`src/sv/tnsg_pkg.sv`:
```
// Shared types, constants and a helper function of the nine-sample touch filter.
package tnsg_pkg;

  localparam int SAMPLE_BITS = 12;
  localparam int RAW_BITS = 12;
  localparam int POS_BITS = 12;
  localparam int THRESH_BITS = 12;
  localparam int CFG_INDEX_BITS = 2;
  localparam int CFG_DATA_BITS = 12;
  localparam int COUNT_BITS = 4;
  localparam int STAGES = 4;

  localparam logic [COUNT_BITS-1:0] LAST_COUNT = 4'd8;
  localparam logic [THRESH_BITS-1:0] THRESH_RESET = 12'd1;

  localparam logic [CFG_INDEX_BITS-1:0] CFG_THRESHOLD = 2'd0;
  localparam logic [CFG_INDEX_BITS-1:0] CFG_ZERO_ON_FAIL = 2'd1;

  typedef enum logic [1:0] {
    ST_OK       = 2'd0,
    ST_XFAIL    = 2'd1,
    ST_YFAIL    = 2'd2,
    ST_RELEASED = 2'd3
  } status_t;

  typedef struct packed {
    logic       acc;
    logic [1:0] grp;
    logic       capture;
    logic       clear;
    logic       en2;
    logic       en3;
    logic       en4;
  } lane_ctl_t;

  function automatic logic [1:0] group_of(input logic [COUNT_BITS-1:0] cnt);
    logic [1:0] g;
    case (cnt) inside
      [4'd0:4'd2]: g = 2'd0;
      [4'd3:4'd5]: g = 2'd1;
      default:     g = 2'd2;
    endcase
    return g;
  endfunction

endpackage

```
`src/sv/tnsg_sample_if.sv`:
```
// Input channel carrying one X/Y sample pair and the pen release flag.
interface tnsg_sample_if;
  logic                           valid;
  logic                           ready;
  logic [tnsg_pkg::RAW_BITS-1:0]  raw_x;
  logic [tnsg_pkg::RAW_BITS-1:0]  raw_y;
  logic                           pen_released;

  modport source (output valid, raw_x, raw_y, pen_released, input ready);
  modport sink (input valid, raw_x, raw_y, pen_released, output ready);
endinterface

```
`src/sv/tnsg_result_if.sv`:
```
// Output channel carrying one filtered position and its status.
interface tnsg_result_if;
  logic                           valid;
  logic                           ready;
  logic [tnsg_pkg::POS_BITS-1:0]  pos_x;
  logic [tnsg_pkg::POS_BITS-1:0]  pos_y;
  logic [1:0]                     status;

  modport source (output valid, pos_x, pos_y, status, input ready);
  modport sink (input valid, pos_x, pos_y, status, output ready);
endinterface

```
`src/sv/tnsg_cfg_if.sv`:
```
// Configuration write channel with register index and write data.
interface tnsg_cfg_if;
  logic                                 valid;
  logic                                 ready;
  logic [tnsg_pkg::CFG_INDEX_BITS-1:0]  index;
  logic [tnsg_pkg::CFG_DATA_BITS-1:0]   data;

  modport source (output valid, index, data, input ready);
  modport sink (input valid, index, data, output ready);
endinterface

```
`src/sv/tnsg_axis_lane.sv`:
```
// One axis lane: group sum accumulation, divide by three, pairwise compare and pair average.
module tnsg_axis_lane #(
  parameter int SAMPLE_BITS = tnsg_pkg::SAMPLE_BITS
) (
  input  logic                               clk,
  input  logic                               rst,
  input  tnsg_pkg::lane_ctl_t                ctl,
  input  logic [SAMPLE_BITS-1:0]             sample,
  input  logic [tnsg_pkg::THRESH_BITS-1:0]   threshold,
  output logic                               fail,
  output logic [SAMPLE_BITS-1:0]             value
);

  localparam int SW = SAMPLE_BITS + 2;
  localparam int DIV3_SHIFT = SW + 2;
  localparam int MW = DIV3_SHIFT - 1;
  localparam int PW = SW + MW;
  localparam int CW = (SAMPLE_BITS > tnsg_pkg::THRESH_BITS) ? SAMPLE_BITS
                                                            : tnsg_pkg::THRESH_BITS;
  localparam logic [MW-1:0] DIV3_MUL = MW'(((1 << DIV3_SHIFT) + 2) / 3);

  logic [SW-1:0]          sums [3];
  logic [SW-1:0]          cap_next [3];
  logic [SW-1:0]          cap [3];
  logic [PW-1:0]          prod [3];
  logic [SAMPLE_BITS-1:0] avg [3];
  logic [SAMPLE_BITS-1:0] avg3 [3];
  logic [SAMPLE_BITS-1:0] diff_next [3];
  logic [SAMPLE_BITS-1:0] diff [3];
  logic [SAMPLE_BITS:0]   pair01;
  logic [SAMPLE_BITS:0]   pair12;
  logic [SAMPLE_BITS:0]   pair02;
  logic [SAMPLE_BITS:0]   pair_sel;
  logic [CW-1:0]          th;
  logic                   fail_next;

  always_comb begin
    for (int i = 0; i < 3; i++) begin
      if (ctl.grp == 2'(i)) begin
        cap_next[i] = sums[i] + SW'(sample);
      end else begin
        cap_next[i] = sums[i];
      end
      prod[i] = PW'(cap[i]) * PW'(DIV3_MUL);
    end
  end

  always_ff @(posedge clk) begin
    if (rst) begin
      for (int i = 0; i < 3; i++) begin
        sums[i] <= '0;
      end
    end else if (ctl.clear) begin
      for (int i = 0; i < 3; i++) begin
        sums[i] <= '0;
      end
    end else if (ctl.acc) begin
      for (int i = 0; i < 3; i++) begin
        sums[i] <= cap_next[i];
      end
    end
  end

  always_comb begin
    diff_next[0] = (avg[0] > avg[1]) ? avg[0] - avg[1] : avg[1] - avg[0];
    diff_next[1] = (avg[1] > avg[2]) ? avg[1] - avg[2] : avg[2] - avg[1];
    diff_next[2] = (avg[2] > avg[0]) ? avg[2] - avg[0] : avg[0] - avg[2];
  end

  always_comb begin
    th = CW'(threshold);
    fail_next = (CW'(diff[0]) > th) && (CW'(diff[1]) > th) && (CW'(diff[2]) > th);
    pair01 = (SAMPLE_BITS + 1)'(avg3[0]) + (SAMPLE_BITS + 1)'(avg3[1]);
    pair12 = (SAMPLE_BITS + 1)'(avg3[1]) + (SAMPLE_BITS + 1)'(avg3[2]);
    pair02 = (SAMPLE_BITS + 1)'(avg3[0]) + (SAMPLE_BITS + 1)'(avg3[2]);
    if (diff[0] < diff[1]) begin
      pair_sel = (diff[2] < diff[0]) ? pair02 : pair01;
    end else begin
      pair_sel = (diff[2] < diff[1]) ? pair02 : pair12;
    end
  end

  always_ff @(posedge clk) begin
    for (int i = 0; i < 3; i++) begin
      if (ctl.capture) begin
        cap[i] <= cap_next[i];
      end
      if (ctl.en2) begin
        avg[i] <= prod[i][DIV3_SHIFT +: SAMPLE_BITS];
      end
      if (ctl.en3) begin
        diff[i] <= diff_next[i];
        avg3[i] <= avg[i];
      end
    end
    if (ctl.en4) begin
      fail <= fail_next;
      value <= pair_sel[SAMPLE_BITS:1];
    end
  end

endmodule

```
`src/sv/tnsg_merge.sv`:
```
// Merge stage: combines both lane outcomes, keeps the held position and drives the result.
module tnsg_merge #(
  parameter int SAMPLE_BITS = tnsg_pkg::SAMPLE_BITS
) (
  input  logic                    clk,
  input  logic                    rst,
  input  logic                    valid,
  input  logic                    released,
  input  logic                    x_fail,
  input  logic [SAMPLE_BITS-1:0]  x_value,
  input  logic                    y_fail,
  input  logic [SAMPLE_BITS-1:0]  y_value,
  input  logic                    zero_on_fail,
  output logic                    ready,
  tnsg_result_if.source           result
);

  logic [tnsg_pkg::POS_BITS-1:0] held_x;
  logic [tnsg_pkg::POS_BITS-1:0] held_y;
  logic [tnsg_pkg::POS_BITS-1:0] held_x_next;
  logic [tnsg_pkg::POS_BITS-1:0] held_y_next;
  tnsg_pkg::status_t             status;
  tnsg_pkg::status_t             status_next;
  logic                          out_valid;
  logic                          take;

  assign ready = !out_valid || result.ready;
  assign take = valid && ready;

  always_comb begin
    held_x_next = held_x;
    held_y_next = held_y;
    if (released) begin
      status_next = tnsg_pkg::ST_RELEASED;
    end else if (x_fail) begin
      status_next = tnsg_pkg::ST_XFAIL;
    end else begin
      held_x_next = tnsg_pkg::POS_BITS'(x_value);
      if (y_fail) begin
        status_next = tnsg_pkg::ST_YFAIL;
      end else begin
        held_y_next = tnsg_pkg::POS_BITS'(y_value);
        status_next = tnsg_pkg::ST_OK;
      end
    end
    if (status_next != tnsg_pkg::ST_OK && zero_on_fail) begin
      held_x_next = '0;
      held_y_next = '0;
    end
  end

  always_ff @(posedge clk) begin
    if (rst) begin
      out_valid <= 1'b0;
      held_x <= '0;
      held_y <= '0;
      status <= tnsg_pkg::ST_OK;
    end else begin
      if (take) begin
        out_valid <= 1'b1;
        held_x <= held_x_next;
        held_y <= held_y_next;
        status <= status_next;
      end else if (result.ready) begin
        out_valid <= 1'b0;
      end
    end
  end

  assign result.valid = out_valid;
  assign result.pos_x = held_x;
  assign result.pos_y = held_y;
  assign result.status = status;

endmodule

```
`src/sv/touch_nine_sample_group_filter.sv`:
```
// Nine-sample touch filter: an X and a Y lane run side by side, a merge stage forms the result.
// A sample is taken every cycle. A set is closed by its ninth sample,
// or by a sample that carries the pen release flag before the set is full; the X and Y
// lanes take the set through four registered stages (capture, divide by three, differences,
// pair average) and the merge stage holds the result until it is taken. Input stalls only when
// all four stages hold sets while a result waits. Configuration writes are taken at once.
module touch_nine_sample_group_filter #(
  parameter int SAMPLE_BITS = tnsg_pkg::SAMPLE_BITS
) (
  input  logic            clk,
  input  logic            rst,
  tnsg_sample_if.sink     sample,
  tnsg_result_if.source   result,
  tnsg_cfg_if.sink        cfg
);

  localparam int ST = tnsg_pkg::STAGES;

  logic [tnsg_pkg::THRESH_BITS-1:0] threshold;
  logic                             zero_on_fail;
  logic [tnsg_pkg::COUNT_BITS-1:0]  count;
  logic                             last;
  logic                             accept;
  logic                             closes;
  logic [ST-1:0]                    stg_valid;
  logic [ST-1:0]                    stg_rel;
  logic [ST:0]                      rdy;
  logic [ST-1:0]                    load;
  logic                             merge_ready;
  tnsg_pkg::lane_ctl_t              ctl;
  logic [SAMPLE_BITS-1:0]           smp_x;
  logic [SAMPLE_BITS-1:0]           smp_y;
  logic                             x_fail;
  logic                             y_fail;
  logic [SAMPLE_BITS-1:0]           x_value;
  logic [SAMPLE_BITS-1:0]           y_value;

  assign cfg.ready = 1'b1;

  always_ff @(posedge clk) begin
    if (rst) begin
      threshold <= tnsg_pkg::THRESH_RESET;
      zero_on_fail <= 1'b0;
    end else if (cfg.valid && cfg.ready) begin
      unique case (cfg.index)
        tnsg_pkg::CFG_THRESHOLD:    threshold <= tnsg_pkg::THRESH_BITS'(cfg.data);
        tnsg_pkg::CFG_ZERO_ON_FAIL: zero_on_fail <= cfg.data[0];
        default: ;
      endcase
    end
  end

  assign last = count >= tnsg_pkg::LAST_COUNT;
  assign sample.ready = rdy[0];
  assign accept = sample.valid && sample.ready;
  assign closes = last || sample.pen_released;

  always_comb begin
    rdy[ST] = merge_ready;
    for (int k = ST - 1; k >= 0; k--) begin
      rdy[k] = !stg_valid[k] || rdy[k+1];
    end
    load[0] = accept && closes;
    for (int k = 1; k < ST; k++) begin
      load[k] = stg_valid[k-1] && rdy[k];
    end
  end

  always_ff @(posedge clk) begin
    if (rst) begin
      count <= '0;
      stg_valid <= '0;
    end else begin
      if (accept) begin
        count <= closes ? '0 : count + 1'b1;
      end
      for (int k = 0; k < ST; k++) begin
        stg_valid[k] <= load[k] || (stg_valid[k] && !rdy[k+1]);
      end
    end
  end

  always_ff @(posedge clk) begin
    if (load[0]) begin
      stg_rel[0] <= !last;
    end
    for (int k = 1; k < ST; k++) begin
      if (load[k]) begin
        stg_rel[k] <= stg_rel[k-1];
      end
    end
  end

  always_comb begin
    ctl.acc = accept;
    ctl.grp = tnsg_pkg::group_of(count);
    ctl.capture = accept && last;
    ctl.clear = accept && closes;
    ctl.en2 = load[1];
    ctl.en3 = load[2];
    ctl.en4 = load[3];
  end

  assign smp_x = SAMPLE_BITS'(sample.raw_x);
  assign smp_y = SAMPLE_BITS'(sample.raw_y);

  tnsg_axis_lane #(.SAMPLE_BITS(SAMPLE_BITS)) u_lane_x (
    .clk       (clk),
    .rst       (rst),
    .ctl       (ctl),
    .sample    (smp_x),
    .threshold (threshold),
    .fail      (x_fail),
    .value     (x_value)
  );

  tnsg_axis_lane #(.SAMPLE_BITS(SAMPLE_BITS)) u_lane_y (
    .clk       (clk),
    .rst       (rst),
    .ctl       (ctl),
    .sample    (smp_y),
    .threshold (threshold),
    .fail      (y_fail),
    .value     (y_value)
  );

  tnsg_merge #(.SAMPLE_BITS(SAMPLE_BITS)) u_merge (
    .clk          (clk),
    .rst          (rst),
    .valid        (stg_valid[ST-1]),
    .released     (stg_rel[ST-1]),
    .x_fail       (x_fail),
    .x_value      (x_value),
    .y_fail       (y_fail),
    .y_value      (y_value),
    .zero_on_fail (zero_on_fail),
    .ready        (merge_ready),
    .result       (result)
  );

endmodule

```
`src/flat_wrapper.sv`:
```
// flat-port wrapper written by rule: the top's interface ports become plain ports
module touch_nine_sample_group_filter_flat 
#(
  parameter int SAMPLE_BITS = tnsg_pkg::SAMPLE_BITS
)
  (clk, rst, sample_valid, sample_raw_x, sample_raw_y, sample_pen_released, sample_ready, result_valid, result_pos_x, result_pos_y, result_status, result_ready, cfg_valid, cfg_index, cfg_data, cfg_ready);
  tnsg_sample_if sample_i ();
  tnsg_result_if result_i ();
  tnsg_cfg_if cfg_i ();
  input  logic clk;
  input  logic rst;
  input wire logic [$bits(sample_i.valid)-1:0] sample_valid;
  input wire logic [$bits(sample_i.raw_x)-1:0] sample_raw_x;
  input wire logic [$bits(sample_i.raw_y)-1:0] sample_raw_y;
  input wire logic [$bits(sample_i.pen_released)-1:0] sample_pen_released;
  output wire logic [$bits(sample_i.ready)-1:0] sample_ready;
  output wire logic [$bits(result_i.valid)-1:0] result_valid;
  output wire logic [$bits(result_i.pos_x)-1:0] result_pos_x;
  output wire logic [$bits(result_i.pos_y)-1:0] result_pos_y;
  output wire logic [$bits(result_i.status)-1:0] result_status;
  input wire logic [$bits(result_i.ready)-1:0] result_ready;
  input wire logic [$bits(cfg_i.valid)-1:0] cfg_valid;
  input wire logic [$bits(cfg_i.index)-1:0] cfg_index;
  input wire logic [$bits(cfg_i.data)-1:0] cfg_data;
  output wire logic [$bits(cfg_i.ready)-1:0] cfg_ready;
  assign sample_i.valid = sample_valid;
  assign sample_i.raw_x = sample_raw_x;
  assign sample_i.raw_y = sample_raw_y;
  assign sample_i.pen_released = sample_pen_released;
  assign sample_ready = sample_i.ready;
  assign result_valid = result_i.valid;
  assign result_pos_x = result_i.pos_x;
  assign result_pos_y = result_i.pos_y;
  assign result_status = result_i.status;
  assign result_i.ready = result_ready;
  assign cfg_i.valid = cfg_valid;
  assign cfg_i.index = cfg_index;
  assign cfg_i.data = cfg_data;
  assign cfg_ready = cfg_i.ready;
  touch_nine_sample_group_filter #(.SAMPLE_BITS(SAMPLE_BITS)) u_core (.clk(clk), .rst(rst), .sample(sample_i), .result(result_i), .cfg(cfg_i));
endmodule
```
`config.mk`:
```
export PLATFORM = sky130hd
export DESIGN_NAME = touch_nine_sample_group_filter_flat
export DESIGN_NICKNAME = d
export VERILOG_FILES = /design/src/sv/tnsg_pkg.sv /design/src/sv/tnsg_sample_if.sv /design/src/sv/tnsg_result_if.sv /design/src/sv/tnsg_cfg_if.sv /design/src/sv/tnsg_axis_lane.sv /design/src/sv/tnsg_merge.sv /design/src/sv/touch_nine_sample_group_filter.sv /design/src/flat_wrapper.sv
export SDC_FILE = /design/constraint.sdc
export NUM_CORES = 2
export LEC_CHECK = 0
export BUFFER_PORTS_ARGS = -buffer_cell sky130_fd_sc_hd__buf_2
export CAP_MARGIN = 15
export CORE_AREA = 4 4 478 244
export CTS_CLUSTER_DIAMETER = 60
export DETAILED_ROUTE_END_ITERATION = 10
export DIE_AREA = 0 0 482 248
export PLACE_DENSITY = 0.58
export SYNTH_ARGS = -nofsm -noshare
export SYNTH_HDL_FRONTEND = slang
export SYNTH_SLANG_ARGS = --single-unit
```
`constraint.sdc`:
```
create_clock -name clk -period 21.2 [get_ports clk]
set_input_delay 4.24 -clock clk [delete_from_list [all_inputs] [get_ports clk]]
set_output_delay 4.24 -clock clk [all_outputs]
set_load 0.01 [all_outputs]
```
---- After elaboration in Yosys (flattened, before gate mapping) ----
Memories as Yosys holds them, arrays and structs flattened.
Index checks and enable logic that the tools add are counted.
word-level totals
  register bits ........................... 78
  memories kept ........................... 10
  logic and storage cells ................. 204
  bits in writable memories ............... 384
  input bits .............................. 44
  output and inout port bits .............. 29
memory list
  name                  words  width  read ports  clocked after Yosys merged registers in  write ports  line                  text
  u_core.u_lane_x.cap   3      14     3           0                                        3            tnsg_axis_lane.sv:24  logic [SW-1:0] cap [3];
  u_core.u_lane_x.sums  3      14     3           0                                        3            tnsg_axis_lane.sv:22  logic [SW-1:0] sums [3];
  u_core.u_lane_y.cap   3      14     3           0                                        3            tnsg_axis_lane.sv:24
  u_core.u_lane_y.sums  3      14     3           0                                        3            tnsg_axis_lane.sv:22
  u_core.u_lane_x.avg   3      12     3           0                                        3            tnsg_axis_lane.sv:26  logic [SAMPLE_BITS-1:0] avg [3];
  u_core.u_lane_x.avg3  3      12     3           0                                        3            tnsg_axis_lane.sv:27  logic [SAMPLE_BITS-1:0] avg3 [3];
  4 more memories       n/a    n/a    n/a         n/a                                      n/a          n/a
operators by class
  bitwise logic cells ..................... 12
  mux-type cells .......................... 60
  $add $sub $neg .......................... 25
  reductions and logical operators ........ 46
  equal/unequal tests ..................... 6
  order comparisons ....................... 23
  multipliers ............................. 6
operators by type and width
  operator                                                                          count
  14-bit 2-to-1 mux                                                                 18
  14-bit by 14-bit multiplier with 27-bit output, second input constant             6
  12-bit 2-to-1 mux                                                                 13
  12-bit > comparator                                                               12
  12-bit subtractor                                                                 12
  14-bit by 12-bit adder with 14-bit output                                         6
  12-bit by 12-bit adder with 13-bit output                                         6
  13-bit 2-to-1 mux                                                                 6
  12-bit < comparator                                                               6
  1-bit logical AND                                                                 18
  1-bit 2-to-1 mux                                                                  17
  1-bit OR                                                                          12
  1-bit zero test                                                                   10
  1-bit logical OR                                                                  10
  2-bit 2-to-1 mux                                                                  5
  2-bit != test, second input constant                                              3
  4-bit by 1-bit adder with 4-bit output, second input constant                     1
  2-bit by 1-bit == test with 1-bit output, second input constant                   2
  4-bit by 1-bit >= comparator with 1-bit output, second input constant             1
  4-bit by 2-bit >= comparator with 1-bit output, second input constant             1
  4-bit >= comparator, second input constant                                        1
  4-bit by 2-bit less-or-equal comparator with 1-bit output, second input constant  1
  4-bit by 3-bit less-or-equal comparator with 1-bit output, second input constant  1
  2-bit zero test                                                                   2
  other kinds (6)                                                                   8

---- Depth between registers and ports, before layout ----
  depth in word-level cells ............... 13
  mapped depth ............................ 20
  depth with buffers taken out ............ 20

---- By module ----
A second synthesis with hierarchy kept.
unflattened totals
  cells, all modules ...................... 5028
  area total of the unflattened synthesis .. 50385.8 um^2
by module, submodules not included
  module                            cells an instance  sequential area each (um^2)  instances  area an instance (um^2)
  tnsg_axis_lane (u_core.u_lane_x)  2376               6155.9                       1          23974.2
  tnsg_axis_lane (u_core.u_lane_y)  2391               6155.9                       1          23945.5
  tnsg_merge                        140                540.5                        1          1377.6
  touch_nine_sample_group_filter    121                540.5                        1          1088.5

---- Least setup slack after synthesis ----
No wires, ideal clock.
  path type ............................... input to register
  start point ............................. input result_ready
  end point ............................... register u_core.stg_rel[2], enable pin
  buffers on the path ..................... 0
  stages on the path ...................... 3
  setup time .............................. 668 ps
  path slack .............................. 9595 ps
  arrival time ............................ 10937 ps
  data required time ...................... 20532 ps
  cell sequence ........................... nor2b_1 -> and3_1 -> nor2b_1
RTL lines
  what                             line                                  text
  from (decl)                      flat_wrapper.sv:21                    input wire logic [$bits(result_i.ready)-1:0] result_ready;
  to (signal, indexed assignment)  touch_nine_sample_group_filter.sv:89  stg_rel[k] <= stg_rel[k-1];
  to (decl)                        touch_nine_sample_group_filter.sv:26  logic [ST-1:0] stg_rel;

---- Worst setup path after layout ----
  start point ............................. input result_ready
  end point ............................... output sample_ready
on the way
  word-level cells in the longest chain between the ends .. 5
ends and longest elaborated chain
  what                           line                                  text
  1-bit logical OR               tnsg_merge.sv:27                      assign ready = !out_valid || result.ready;
  1-bit logical OR (4 in a row)  touch_nine_sample_group_filter.sv:61  rdy[k] = !stg_valid[k] || rdy[k+1];
  to (decl)                      flat_wrapper.sv:16                    output wire logic [$bits(sample_i.ready)-1:0] sample_ready;
No other way between the ends.

==> metrics.cfg <==
[critical_path]
end_kind=primary output
cpMaxStageDelayCell=and3_1
reg2reg_from=u_core.u_lane_x.cap[0][7]
reg2reg_depth=17
cp_slowest_stage_delay_ns=0.58
cp.buffers_inverters=2
regToRegSetupSlack_ns=15.07
critPathArrivalTime_ns=5.96
worstSetupStartpointType=input port
path_common_cell=buf_2
cp_top_family=simple AND/OR/NAND/NOR gates
timing.critical_path.fanout_max=5
path_cells=buf_2 > nor2b_1 > and3_1 > nand3_1 > buf_2
cp.required_ns=16.96
critical_path_class=input port to primary output
worstReg2RegEnd=u_core.u_lane_x.avg[0][10]

[timing]
setup_violations=0
slew_viol_final=0
fin_crit_sh_pct=48.1
hold_viol=0
finClkSkew_ns=0.0386
relSlewSlack_pct=24.9
final.min_clock_period_ns=10.20
clock.fmax_mhz=98.1
rsz0062_at_grt=no
finalSetupTns_ns=0
tightest_slew_ns=1.12

[logic_synthesis]
synth-edff-count=414
synth-compound-area-share_pct=12.1
syn_inst=4942
synth_area_um2=50200
synth_xor_area_share_pct=3.89
syn-num-nets=6298
yosys.area_share.adder_pct=38.1
synth_top_area_share_pct=24.7
ys_warn_count=0
synthTopCellsByCount=952 x ha_1, 931 x inv_1, 414 x edfxtp_1
synth_top_family_by_area=adder cells
synth.most_common_cell=ha_1
synth-async-reset-ratio_pct=0
synthSimpleGateAreaFrac_pct=9.37
ys.flop_type=edfxtp_1
yosysTopAreaCell=edfxtp_1
seq_area_frac_synth_pct=26.7
muxShareOfSynthArea_pct=2.38
yosys-top-cells-area=edfxtp_1 25%, ha_1 24%, fa_1 14%
synth.distinct_cells=85
synth-seq-cells=462
syn_avg_cell_area_um2=10.2

[global_route]
grt_overflow=0
grtUsageTotal_pct=20.6
grt_pass1_vias=35300
grt_pass1_wl_um=195000
grt_max_degree=84
antenna_found_initial=11

[min_path]
min_from=u_core.stg_rel[1]
min_to=u_core.stg_rel[2]
holdPathStages=0
holdCritPathClass=register to register

[floorplanning]
core-area_um2=112000
die_h_um=248
die_width_um=482
rows=87
initial_core_util_pct=44.8
die-area_um2=120000
ios=73

[cts]
cts_buffers=49
ctsResizeCount=0
clk_pin_slew_worst_paths_ns=0.06
cts.sinks=462
postCtsSetupBuffers=0
clk_latency_ns=0.62
ctsHoldBuffers=0
cts_tree=done
root_buffer=clkbuf_16
ctsHtreeMaxLevel=2
clk_path_buf_depth=3

[power]
leakage_nw=25.9
power_mw=2.18
power_density_nw_per_um2=40.5
peakVddDrop_v=0.0000463

[cells_and_area]
post-route-util_pct=48.1
stdcell_area_um2=54000
syn2layout_area_growth_pct=7.44
drive_gt1_share_pct=5.49
nets=6376

[drt]
post_drt_wl_per_cell_um=18.6
vias=34900
ant_nets=0
viasPerCell=5.30
drt-total-wl_um=122000
drc_errors=0
first_iter_violations=2190
drt-pass1-iter-count=6

[place]
portBuffers=71
dpl_cell_area_um2=52400
place_hpwl_um=102000
place_congestion=0.897

[run_status]
status=completed

[flow_run]
cap_violations=0

registers in the layout (all words and copies together) (netlist names), 2 cells and up:
register,count
u_core.u_lane_y.sums,42
u_core.u_lane_y.diff,36
u_core.u_merge.result.status,2
u_core.stg_rel,4
u_core.u_lane_y.value,12
u_core.u_lane_y.avg,36
u_core.u_lane_x.diff,36
u_core.u_lane_x.value,12
u_core.count,4
u_core.u_lane_x.avg3,36
u_core.u_merge.result.pos_y,12
u_core.u_lane_x.sums,42
u_core.u_lane_x.avg,36
u_core.u_merge.result.pos_x,12
u_core.stg_valid,4
u_core.u_lane_x.cap,42
u_core.u_lane_y.avg3,36
u_core.u_lane_y.cap,42
u_core.threshold,12
power by group:
group | switching (mW) | internal [mW]
combinational | 0.162 | 0.115
clock | 0.388 | 0.480
sequential | 0.0212 | 1.02
total | 0.572 | 1.61
cells by family after synthesis:
group / Yosys count
simple gates: 931
xor+xnor: 223
fa+ha+maj: 1312
compound gates: 905
mux: 114
buf+inv: 994
other cells: 1
flops: 462
layout by cell type, fill, tap and decap left out, drive strengths merged, types with 68 or more instances in the layout:
cell	instances
edfxtp	414
a21o	119
mux2i	85
inv	938
nor2b	68
a21oi	217
o21ai	216
nor2	182
buf	88
xnor2	152
fa	360
ha	952
xor2	71
nand2	246
and2	74
metrics by stage:
stage	hold WS, ns	cells	setup slack [ns]
2_1_floorplan	0.400	4942	9.59
3_3_place_gp	0.406	6481	11.05
3_5_place_dp	0.421	6481	11.04
4_1_cts	0.438	6572	11.03
5_1_grt	0.455	6573	10.92
6_report	0.434	6574	11.00
layer usage:
layer  vias up  GRT usage, %  part of all wire, %
met5         -             0                0.056
met2       704          30.8                   41
li1      17200             -                    -
met4         8          3.10                  1.3
met3       109          2.61                  4.8
met1     16800          32.2                   53
how the worst max path moves through the flow:
stage                            start  cells past startpoint           endpoint
after floorplan           result_ready                      3  u_core.stg_rel[2]
after global placement    result_ready                      5       sample_ready
after detailed placement  result_ready                      5       sample_ready
after CTS                 result_ready                      5       sample_ready
after global routing      result_ready                      5       sample_ready
final                     result_ready                      5       sample_ready
cell type report:
class	count	area [µm²]
fillers	10400	58100
multi-input cells	3486	33100
flip-flops and latches	462	13400
inverters	932	3500
well taps	1513	1890
clock buffers	56	1250
repair buffers	89	488
clock inverters	35	337
diodes	1	2.50
(Power assumes the default switching activity.)
